===== config.mk =====
export PLATFORM = sky130hd
export DESIGN_NAME = negative_sequence_current_reference
export DESIGN_NICKNAME = d
export VERILOG_FILES = /design/src/hdl/nscr_pkg.sv /design/src/hdl/nscr_recip.sv /design/src/hdl/negative_sequence_current_reference.sv
export SDC_FILE = /design/constraint.sdc
export NUM_CORES = 2
export LEC_CHECK = 0
export ABC_AREA = 1
export CAP_MARGIN = 0
export CORE_UTILIZATION = 35
export DETAILED_ROUTE_END_ITERATION = 16
export DONT_BUFFER_PORTS = 1
export SYNTH_ARGS = -nofsm -noshare
export SYNTH_HDL_FRONTEND = slang
export SYNTH_HIERARCHICAL = 1
export SYNTH_SLANG_ARGS = --single-unit

===== constraint.sdc =====
create_clock -name clock -period 10.8 [get_ports clock]
set_clock_uncertainty 0.1 [all_clocks]
set_input_delay 1.62 -clock clock [delete_from_list [all_inputs] [get_ports clock]]
set_output_delay 1.62 -clock clock [all_outputs]
set_load 0.02 [all_outputs]

===== src/hdl/nscr_pkg.sv =====
// Package for the negative sequence current reference block.
// Word types, configuration register indexes, sequencer states and multiply steps.
// No dependencies.
`timescale 1ns / 1ps

package nscr_pkg;

   localparam int NSCR_Q_FRACTION_BITS = 24;
   localparam int NSCR_DATA_WIDTH      = 32;
   localparam int NSCR_CSR_IDX_WIDTH   = 2;
   localparam int NSCR_COUNT_WIDTH     = 16;
   localparam int NSCR_FLOOR_WIDTH     = 31;
   localparam int NSCR_START_DELAY_RST = 3200;

   typedef struct packed {
      logic signed [NSCR_DATA_WIDTH-1:0] pos_d_voltage;
      logic signed [NSCR_DATA_WIDTH-1:0] pos_q_voltage;
      logic signed [NSCR_DATA_WIDTH-1:0] neg_d_voltage;
      logic signed [NSCR_DATA_WIDTH-1:0] neg_q_voltage;
      logic signed [NSCR_DATA_WIDTH-1:0] pos_d_current;
      logic signed [NSCR_DATA_WIDTH-1:0] pos_q_current;
   } nscr_req_type;

   typedef struct packed {
      logic signed [NSCR_DATA_WIDTH-1:0] neg_d_current_ref;
      logic signed [NSCR_DATA_WIDTH-1:0] neg_q_current_ref;
      logic                              active;
   } nscr_rsp_type;

   typedef enum logic [NSCR_CSR_IDX_WIDTH-1:0] {
      CSR_START_DELAY,
      CSR_MAG_FLOOR,
      CSR_UPPER_LIMIT,
      CSR_LOWER_LIMIT
   } nscr_csr_type;

   typedef enum logic [2:0] {
      ST_IDLE,
      ST_CALC,
      ST_DIV,
      ST_SCALE,
      ST_DONE
   } nscr_state_type;

   // One entry per pass through the shared multiplier, in issue order.
   typedef enum logic [3:0] {
      OP_PD_PD,
      OP_PQ_PQ,
      OP_NQ_PQ,
      OP_ND_PD,
      OP_NQ_PD,
      OP_ND_PQ,
      OP_A_ID,
      OP_B_IQ,
      OP_C_IQ,
      OP_B_ID,
      OP_D_RCP,
      OP_Q_RCP
   } nscr_op_type;

endpackage


===== src/hdl/nscr_recip.sv =====
// Iterative reciprocal: floor(2^(2Q) / mag), one quotient bit per cycle,
// saturated to the largest positive word. Uses nscr_pkg.
`timescale 1ns / 1ps

module nscr_recip #(
   parameter int QF = nscr_pkg::NSCR_Q_FRACTION_BITS
) (
   input  logic        clock,
   input  logic        reset,
   input  logic        start,
   input  logic [nscr_pkg::NSCR_FLOOR_WIDTH-1:0] mag,
   output logic        done,
   output logic [nscr_pkg::NSCR_DATA_WIDTH-1:0]  recip
);
   import nscr_pkg::*;

   localparam int CntWidth = $clog2(2*QF+1);
   localparam logic [CntWidth-1:0] TopBit = CntWidth'(2*QF);
   localparam int SatBit = 31;

   logic                        busy_ff, busy_in;
   logic                        done_ff, done_in;
   logic [CntWidth-1:0]         bit_ff, bit_in;
   logic [NSCR_FLOOR_WIDTH-1:0] div_ff, div_in;
   logic [NSCR_FLOOR_WIDTH-1:0] rem_ff, rem_in;
   logic [NSCR_FLOOR_WIDTH-1:0] quot_ff, quot_in;
   logic                        sat_ff, sat_in;
   logic [NSCR_FLOOR_WIDTH:0]   shifted;
   logic [NSCR_FLOOR_WIDTH:0]   diff;
   logic                        qbit;

   always_comb begin
      shifted = {rem_ff, (bit_ff == TopBit)};
      diff    = shifted - {1'b0, div_ff};
      qbit    = (shifted >= {1'b0, div_ff});
   end

   always_comb begin
      busy_in = busy_ff;
      done_in = 1'b0;
      bit_in  = bit_ff;
      div_in  = div_ff;
      rem_in  = rem_ff;
      quot_in = quot_ff;
      sat_in  = sat_ff;
      if (start) begin
         busy_in = 1'b1;
         bit_in  = TopBit;
         div_in  = mag;
         rem_in  = '0;
         quot_in = '0;
         // zero divisor saturates whatever the bit count
         sat_in  = (mag == '0);
      end else if (busy_ff) begin
         rem_in  = qbit ? diff[NSCR_FLOOR_WIDTH-1:0] : shifted[NSCR_FLOOR_WIDTH-1:0];
         quot_in = {quot_ff[NSCR_FLOOR_WIDTH-2:0], qbit};
         if (qbit && (32'(bit_ff) >= 32'(SatBit))) begin
            sat_in = 1'b1;
         end
         bit_in = bit_ff - CntWidth'(1);
         if (bit_ff == '0) begin
            busy_in = 1'b0;
            done_in = 1'b1;
         end
      end
   end

   always_ff @(posedge clock) begin
      if (reset) begin
         busy_ff <= 1'b0;
         done_ff <= 1'b0;
      end else begin
         busy_ff <= busy_in;
         done_ff <= done_in;
      end
      bit_ff  <= bit_in;
      div_ff  <= div_in;
      rem_ff  <= rem_in;
      quot_ff <= quot_in;
      sat_ff  <= sat_in;
   end

   assign done  = done_ff;
   assign recip = sat_ff ? {1'b0, {NSCR_FLOOR_WIDTH{1'b1}}} : {1'b0, quot_ff};

   a_done_ends_busy: assert property (@(posedge clock) disable iff (reset)
      done_ff |-> !busy_ff)
      else $error("reciprocal done while still busy");
   a_start_idle: assert property (@(posedge clock) disable iff (reset)
      start |-> !busy_ff)
      else $error("reciprocal restarted while busy");
   a_busy_follows_start: assert property (@(posedge clock) disable iff (reset)
      start |=> busy_ff)
      else $error("reciprocal did not start");

endmodule


===== src/hdl/negative_sequence_current_reference.sv =====
// Top level of the negative sequence current reference block.
// Uses nscr_pkg and the iterative reciprocal nscr_recip.
//
// req_valid/req_ready carry one sample word: positive and negative sequence
// d/q voltages and positive sequence d/q currents, signed Q8.24 by default.
// rsp_valid/rsp_ready return one word per sample: the d/q negative sequence
// current references and the active flag.
// csr_we/csr_index/csr_wdata write start delay, magnitude floor, upper and
// lower limit; write only while the block is idle.
// After reset the references are zero and samples are counted; once the
// count reaches the start delay, later samples produce real references.
// A counted sample skips the multiplier and goes straight to the done state.
// An enabled sample runs ten passes through one 32x32 multiplier, a
// restoring divide for the reciprocal of |Vpos|^2, and two scaling passes;
// a new sample is accepted in the cycle after the word leaves the sequencer.
// req_ready is low while a sample is being worked on. If the receiver
// stalls, the finished word waits in the output register and the next
// sample may still be accepted; its result holds until the register frees.
// Reset is synchronous and restores the register defaults.
`timescale 1ns / 1ps

module negative_sequence_current_reference #(
   parameter int Q_FRACTION_BITS = nscr_pkg::NSCR_Q_FRACTION_BITS
) (
   input  logic                                   clock,
   input  logic                                   reset,
   input  logic                                   req_valid,
   output logic                                   req_ready,
   input  nscr_pkg::nscr_req_type                 req_data,
   output logic                                   rsp_valid,
   input  logic                                   rsp_ready,
   output nscr_pkg::nscr_rsp_type                 rsp_data,
   input  logic                                   csr_we,
   input  logic [nscr_pkg::NSCR_CSR_IDX_WIDTH-1:0] csr_index,
   input  logic [nscr_pkg::NSCR_DATA_WIDTH-1:0]   csr_wdata
);
   import nscr_pkg::*;

   localparam logic [NSCR_FLOOR_WIDTH-1:0] FloorReset =
      NSCR_FLOOR_WIDTH'((64'd1 << Q_FRACTION_BITS) / 10000);
   localparam logic signed [NSCR_DATA_WIDTH-1:0] UpperReset =
      NSCR_DATA_WIDTH'(64'd1 << (Q_FRACTION_BITS - 1));
   localparam logic signed [NSCR_DATA_WIDTH-1:0] LowerReset = -UpperReset;

   // configuration
   logic [NSCR_COUNT_WIDTH-1:0]        delay_ff, delay_in;
   logic [NSCR_FLOOR_WIDTH-1:0]        floor_ff, floor_in;
   logic signed [NSCR_DATA_WIDTH-1:0]  upper_ff, upper_in;
   logic signed [NSCR_DATA_WIDTH-1:0]  lower_ff, lower_in;

   // control
   nscr_state_type                     state_ff, state_in;
   nscr_op_type                        op_ff, op_in;
   nscr_op_type                        prod_op_ff, prod_op_in;
   logic                               prod_vld_ff, prod_vld_in;
   logic [NSCR_COUNT_WIDTH-1:0]        count_ff, count_in;
   logic                               enabled_ff, enabled_in;
   logic                               rsp_valid_ff, rsp_valid_in;

   // datapath
   nscr_req_type                       smp_ff, smp_in;
   logic signed [NSCR_DATA_WIDTH-1:0]  prod_ff, prod_in;
   logic signed [NSCR_DATA_WIDTH-1:0]  mag_ff, mag_in;
   logic signed [NSCR_DATA_WIDTH-1:0]  a_ff, a_in;
   logic signed [NSCR_DATA_WIDTH-1:0]  b_ff, b_in;
   logic signed [NSCR_DATA_WIDTH-1:0]  c_ff, c_in;
   logic signed [NSCR_DATA_WIDTH-1:0]  dref_ff, dref_in;
   logic signed [NSCR_DATA_WIDTH-1:0]  qref_ff, qref_in;
   logic                               act_ff, act_in;
   nscr_rsp_type                       rsp_ff, rsp_in;

   logic                               req_acc;
   logic                               out_free;
   logic                               issue_en;
   logic                               div_start;
   logic                               out_load;
   logic                               div_done;
   logic [NSCR_DATA_WIDTH-1:0]         recip;
   logic [NSCR_FLOOR_WIDTH-1:0]        mag_eff;
   logic signed [NSCR_DATA_WIDTH-1:0]  opa, opb;
   logic signed [2*NSCR_DATA_WIDTH-1:0] prod_full;
   logic signed [NSCR_DATA_WIDTH-1:0]  clamped;
   logic [NSCR_COUNT_WIDTH-1:0]        count_inc;

   assign req_acc  = req_valid && req_ready;
   assign out_free = !rsp_valid_ff || rsp_ready;

   // next state
   always_comb begin
      state_in = state_ff;
      unique case (state_ff)
         ST_IDLE: begin
            if (req_acc) begin
               state_in = enabled_ff ? ST_CALC : ST_DONE;
            end
         end
         ST_CALC: begin
            if (op_ff == OP_B_ID) begin
               state_in = ST_DIV;
            end
         end
         ST_DIV: begin
            if (div_done) begin
               state_in = ST_SCALE;
            end
         end
         ST_SCALE: begin
            if (op_ff == OP_Q_RCP) begin
               state_in = ST_DONE;
            end
         end
         ST_DONE: begin
            if (out_free && !prod_vld_ff) begin
               state_in = ST_IDLE;
            end
         end
         default: state_in = ST_IDLE;
      endcase
   end

   // sequencer outputs
   always_comb begin
      req_ready = 1'b0;
      issue_en  = 1'b0;
      div_start = 1'b0;
      out_load  = 1'b0;
      unique case (state_ff)
         ST_IDLE:  req_ready = 1'b1;
         ST_CALC: begin
            issue_en  = 1'b1;
            div_start = (op_ff == OP_B_ID);
         end
         ST_DIV:   ;
         ST_SCALE: issue_en = 1'b1;
         ST_DONE:  out_load = out_free && !prod_vld_ff;
         default:  ;
      endcase
   end

   // operand select for the shared multiplier
   always_comb begin
      opa = smp_ff.pos_d_voltage;
      opb = smp_ff.pos_d_voltage;
      case (op_ff)
         OP_PD_PD: begin opa = smp_ff.pos_d_voltage; opb = smp_ff.pos_d_voltage; end
         OP_PQ_PQ: begin opa = smp_ff.pos_q_voltage; opb = smp_ff.pos_q_voltage; end
         OP_NQ_PQ: begin opa = smp_ff.neg_q_voltage; opb = smp_ff.pos_q_voltage; end
         OP_ND_PD: begin opa = smp_ff.neg_d_voltage; opb = smp_ff.pos_d_voltage; end
         OP_NQ_PD: begin opa = smp_ff.neg_q_voltage; opb = smp_ff.pos_d_voltage; end
         OP_ND_PQ: begin opa = smp_ff.neg_d_voltage; opb = smp_ff.pos_q_voltage; end
         OP_A_ID:  begin opa = a_ff;    opb = smp_ff.pos_d_current; end
         OP_B_IQ:  begin opa = b_ff;    opb = smp_ff.pos_q_current; end
         OP_C_IQ:  begin opa = c_ff;    opb = smp_ff.pos_q_current; end
         OP_B_ID:  begin opa = b_ff;    opb = smp_ff.pos_d_current; end
         OP_D_RCP: begin opa = dref_ff; opb = $signed(recip); end
         OP_Q_RCP: begin opa = qref_ff; opb = $signed(recip); end
         default:  ;
      endcase
   end

   // full product, then keep the wrapped word after the fraction shift
   assign prod_full = opa * opb;
   assign prod_in   = prod_full[Q_FRACTION_BITS+NSCR_DATA_WIDTH-1:Q_FRACTION_BITS];

   // upper limit is tested first, so with crossed limits a product above it gives the upper one
   always_comb begin
      if (prod_ff > upper_ff) begin
         clamped = upper_ff;
      end else if (prod_ff < lower_ff) begin
         clamped = lower_ff;
      end else begin
         clamped = prod_ff;
      end
   end

   // raise the squared magnitude to the floor; a wrapped negative sum lands there too
   always_comb begin
      if (mag_ff < $signed({1'b0, floor_ff})) begin
         mag_eff = floor_ff;
      end else begin
         mag_eff = mag_ff[NSCR_FLOOR_WIDTH-1:0];
      end
   end

   assign count_inc = count_ff + NSCR_COUNT_WIDTH'(1);

   always_comb begin
      delay_in     = delay_ff;
      floor_in     = floor_ff;
      upper_in     = upper_ff;
      lower_in     = lower_ff;
      op_in        = op_ff;
      prod_op_in   = op_ff;
      prod_vld_in  = issue_en;
      count_in     = count_ff;
      enabled_in   = enabled_ff;
      smp_in       = smp_ff;
      mag_in       = mag_ff;
      a_in         = a_ff;
      b_in         = b_ff;
      c_in         = c_ff;
      dref_in      = dref_ff;
      qref_in      = qref_ff;
      act_in       = act_ff;
      rsp_in       = rsp_ff;
      rsp_valid_in = rsp_valid_ff;

      if (csr_we) begin
         unique case (nscr_csr_type'(csr_index))
            CSR_START_DELAY: delay_in = csr_wdata[NSCR_COUNT_WIDTH-1:0];
            CSR_MAG_FLOOR:   floor_in = csr_wdata[NSCR_FLOOR_WIDTH-1:0];
            CSR_UPPER_LIMIT: upper_in = $signed(csr_wdata);
            CSR_LOWER_LIMIT: lower_in = $signed(csr_wdata);
            default:         ;
         endcase
      end

      if (req_acc) begin
         smp_in  = req_data;
         op_in   = OP_PD_PD;
         act_in  = enabled_ff;
         dref_in = '0;
         qref_in = '0;
         if (!enabled_ff) begin
            count_in = count_inc;
            if (count_inc == delay_ff) begin
               enabled_in = 1'b1;
            end
         end
      end else if (issue_en) begin
         // advance; the calc pass ends on the first scaling step
         op_in = nscr_op_type'(op_ff + 4'd1);
      end

      // fold the product issued last cycle into its accumulator
      if (prod_vld_ff) begin
         case (prod_op_ff)
            OP_PD_PD: mag_in = prod_ff;
            OP_PQ_PQ: mag_in = mag_ff + prod_ff;
            OP_NQ_PQ: begin a_in = prod_ff; c_in = -prod_ff; end
            OP_ND_PD: begin a_in = a_ff - prod_ff; c_in = c_ff + prod_ff; end
            OP_NQ_PD: b_in = prod_ff;
            OP_ND_PQ: b_in = b_ff + prod_ff;
            OP_A_ID:  dref_in = prod_ff;
            OP_B_IQ:  dref_in = dref_ff - prod_ff;
            OP_C_IQ:  qref_in = prod_ff;
            OP_B_ID:  qref_in = qref_ff - prod_ff;
            OP_D_RCP: dref_in = clamped;
            OP_Q_RCP: qref_in = clamped;
            default:  ;
         endcase
      end

      if (out_load) begin
         rsp_in.neg_d_current_ref = dref_ff;
         rsp_in.neg_q_current_ref = qref_ff;
         rsp_in.active            = act_ff;
         rsp_valid_in             = 1'b1;
      end else if (rsp_ready) begin
         rsp_valid_in = 1'b0;
      end
   end

   always_ff @(posedge clock) begin
      if (reset) begin
         delay_ff     <= NSCR_COUNT_WIDTH'(NSCR_START_DELAY_RST);
         floor_ff     <= FloorReset;
         upper_ff     <= UpperReset;
         lower_ff     <= LowerReset;
         state_ff     <= ST_IDLE;
         op_ff        <= OP_PD_PD;
         prod_vld_ff  <= 1'b0;
         count_ff     <= '0;
         enabled_ff   <= 1'b0;
         rsp_valid_ff <= 1'b0;
      end else begin
         delay_ff     <= delay_in;
         floor_ff     <= floor_in;
         upper_ff     <= upper_in;
         lower_ff     <= lower_in;
         state_ff     <= state_in;
         op_ff        <= op_in;
         prod_vld_ff  <= prod_vld_in;
         count_ff     <= count_in;
         enabled_ff   <= enabled_in;
         rsp_valid_ff <= rsp_valid_in;
      end
      prod_op_ff <= prod_op_in;
      smp_ff     <= smp_in;
      prod_ff    <= prod_in;
      mag_ff     <= mag_in;
      a_ff       <= a_in;
      b_ff       <= b_in;
      c_ff       <= c_in;
      dref_ff    <= dref_in;
      qref_ff    <= qref_in;
      act_ff     <= act_in;
      rsp_ff     <= rsp_in;
   end

   nscr_recip #(
      .QF(Q_FRACTION_BITS)
   ) u_recip (
      .clock (clock),
      .reset (reset),
      .start (div_start),
      .mag   (mag_eff),
      .done  (div_done),
      .recip (recip)
   );

   assign rsp_valid = rsp_valid_ff;
   assign rsp_data  = rsp_ff;

   a_div_done_in_div: assert property (@(posedge clock) disable iff (reset)
      div_done |-> (state_ff == ST_DIV))
      else $error("reciprocal finished outside the divide phase");
   a_prod_busy: assert property (@(posedge clock) disable iff (reset)
      prod_vld_ff |-> (state_ff != ST_IDLE))
      else $error("product pending while idle");
   a_enable_sticks: assert property (@(posedge clock) disable iff (reset)
      enabled_ff |=> enabled_ff)
      else $error("enable dropped without reset");
   a_active_needs_enable: assert property (@(posedge clock) disable iff (reset)
      (rsp_valid_ff && rsp_ff.active) |-> enabled_ff)
      else $error("active word while disabled");
   a_load_free: assert property (@(posedge clock) disable iff (reset)
      out_load |-> out_free)
      else $error("output word overwritten");

endmodule

==> results.json <==
{
  "grt_pass1_vias": 69872,
  "grt_remaining_overflow": 0,
  "dp_cells": 12722,
  "initial_core_util_pct": 35.2,
  "ant_nets": 0,
  "min_from": "op_ff[3]",
  "cp_top_family": "adder cells",
  "clk_latency_ns": 0.81,
  "worstPathRequired_ns": 11.32,
  "grt_max_degree": 123,
  "maxCapViolations": 0,
  "synth_seq_cells": 725,
  "ys.flop_type": "edfxtp_1",
  "synth_compound_area_share_pct": 10.9,
  "clock_sinks": 725,
  "grt_pass1_wl_um": 508000,
  "cp.arrival_ns": 11.09,
  "min_path_type": "flip-flop to flip-flop",
  "antenna_found_initial": 55,
  "drc": 0,
  "layout.nets": 11534,
  "die_y_um": 477,
  "yosysTopAreaCell": "fa_1",
  "end_kind": "flip-flop",
  "fmax_mhz": 94.6,
  "yosysWarnings": 6,
  "tritoncts": "built",
  "die_x_um": 477,
  "cts_htree_levels": 3,
  "cts_buffers": 92,
  "die_area_um2": 228000,
  "dr.first_iter.drc_count": 7724,
  "vias_per_cell": 5.50,
  "synthMuxAreaShare_pct": 0,
  "synth_top_family_by_area": "adder cells",
  "routed_wirelength_um": 357000,
  "clk_path_buf_depth": 3,
  "rows": 174,
  "rsz0062_at_grt": "no",
  "finalMaxSlewViolations": 0,
  "cp_max_fo": 13,
  "fin_cells": 12927,
  "port-buffer-count": 0,
  "finalSetupViolations": 0,
  "status": "finished clean",
  "timing.rr.start": "op_ff[0]",
  "synth_seq_area_share_pct": 23.7,
  "cts-root-buf": "clkbuf_16",
  "rr_endpoint": "prod_ff[4]",
  "syn2layout_area_growth_pct": 9.07,
  "vias": 71108,
  "yosysMostFrequentCell": "nand2_1",
  "drive_gt1_share_pct": 5.87,
  "fin_tns_setup_ns": 0,
  "syn_area_per_cell_um2": 7.99,
  "fillers": 22980,
  "postCtsSetupBuffers": 0,
  "post_synth_num_cell_types": 63,
  "relSlewSlack_pct": 9.53,
  "wire_per_inst_um": 27.6,
  "synthAdderAreaFrac_pct": 32.8,
  "synth_common_cells": "nand2_1 (2229), inv_1 (1668), fa_1 (989)",
  "ctsResizeCount": 0,
  "crit_type": "flip-flop to flip-flop",
  "hold-path-cell-count": 0,
  "synth_cells": 9884,
  "dr.pass1.iters": 6,
  "clk_pin_slew_ns": 0.06,
  "min_delay_worst_endpoint": "prod_op_ff[3]",
  "core_area_um2": 224000,
  "yosys.area_share.simple_pct": 20.7,
  "finalHoldWorstSlack_ns": 0.303,
  "synth-edff-count": 418,
  "period_needed_ns": 10.57,
  "rrSetupSlack_ns": 0.23,
  "path_buf_inv": 8,
  "finalHoldViolCount": 0,
  "synthXorXnorAreaFrac_pct": 1.70,
  "path_common_cell": "fa_1",
  "synth_top_cell_area_share_pct": 25.1,
  "crit_slowest_cell": "nor2_2",
  "startpoint_type": "flip-flop",
  "slowest_delay_ns": 0.78,
  "syn-num-nets": 11594,
  "tightest_slew_ns": 1.36,
  "rr_worst_depth": 30,
  "gr-usage-all-layers_pct": 30.9,
  "dp_hpwl_um": 286000,
  "ctsHoldBuffers": 0,
  "synthTopCellsByArea": "fa_1 (25%), edfxtp_1 (16%), nand2_1 (11%)",
  "io_pins": 298,
  "place_congestion": 1.04,
  "async_flop_share_pct": 0,
  "syn_area_um2": 79000,
  "fin_crit_sh_pct": 97.9
}
[sequential cells by signal, summed over array words and instances (netlist names), 31 cells and up]
| signal | count |
|---|---|
| upper_ff | 32 |
| smp_ff | 192 |
| rsp_data | 65 |
| mag_ff | 32 |
| qref_ff | 32 |
| u_recip/div_ff | 31 |
| floor_ff | 31 |
| lower_ff | 32 |
| b_ff | 32 |
| c_ff | 32 |
| dref_ff | 32 |
| a_ff | 32 |
| u_recip/quot_ff | 31 |
| prod_ff | 32 |
| u_recip/rem_ff | 31 |
[worst register-to-register path: cells and delay by family (launching register included)]
kind | cells | cell delay (ns)
and+or+nand+nor | 7 | 2.30
AOI/OAI and AO/OA | 4 | 1.22
xor gates and xnor gates | 1 | 0.32
buffers and inverters | 8 | 1.39
DFF | 1 | 0.38
adders and majority gates | 10 | 4.73
[metal layers]
metal  track usage (%)  part of all wire, %
met5                 0                0.078
met4              16.5                  6.0
met2              46.3                   43
met3              7.41                   10
met1              41.2                   41
[logic make-up after synthesis]
kind of cell / count (synthesis)
compound gates: 1494
xor+xnor: 153
fa+ha+maj: 1479
buf+inv: 2080
flops: 725
other cells: 1
simple gates: 3952
[cell usage in the layout (no fill, tap or decap), drive strengths merged, types with 33 or more instances in the layout]
cell type / Yosys / routed
a21oi: 582 / 582
a221oi: 64 / 64
a22o: 35 / 35
a22oi: 45 / 45
a31oi: 36 / 36
buf: 174 / 207
clkbuf: 187 / 111
clkinv: 13 / 53
dfxtp: 307 / 307
diode: 0 / 33
edfxtp: 418 / 418
fa: 989 / 989
ha: 490 / 490
inv: 1706 / 1711
nand2: 2264 / 2264
nand3: 414 / 414
nand4: 65 / 65
nor2: 946 / 946
nor3: 91 / 91
o211ai: 35 / 35
o21a: 38 / 38
o21ai: 526 / 526
or2: 97 / 97
xnor2: 56 / 56
xor2: 97 / 97
[worst max path at each step]
| stage | start | end | slack, ns | depth (start not counted) |
|---|---|---|---|---|
| 2_1_floorplan | op_ff[0] | prod_ff[29] | 2.61 | 33 |
| 3_3_place_gp | op_ff[0] | prod_ff[9] | 0.36 | 33 |
| 3_5_place_dp | op_ff[0] | prod_ff[9] | 0.49 | 33 |
| 4_1_cts | op_ff[0] | prod_ff[9] | 0.44 | 33 |
| 5_1_grt | op_ff[0] | prod_ff[25] | 0.04 | 36 |
| 6_report | op_ff[0] | prod_ff[4] | 0.23 | 30 |
[final cells by class]
type / instances / area [µm²] / share of cell area [%]
Multi-Input combinational cell: 7079 / 52300 / 60.7
Clock inverter: 61 / 753 / 0.874
Clock buffer: 111 / 2510 / 2.91
Sequential cell: 725 / 18700 / 21.7
Timing Repair Buffer: 207 / 1620 / 1.88
Antenna cell: 33 / 82.6 / 0.0959
Inverter: 1719 / 6460 / 7.50
Tap cell: 2992 / 3740 / 4.35
[per-stage QoR]
step | utilization, % | area (µm²) | setup slack (ns)
3_5_place_dp | 36.9 | 82800 | 0.490
2_1_floorplan | - | 79000 | 2.61
3_3_place_gp | 36.9 | 82800 | 0.357
4_1_cts | 38.3 | 86100 | 0.443
5_1_grt | 38.4 | 86100 | 0.0366
6_report | 38.4 | 86100 | 0.229
Power is left out: the tool's default activity adds up to more than one toggle a clock period on the data nets, which glitch-free logic cannot reach.
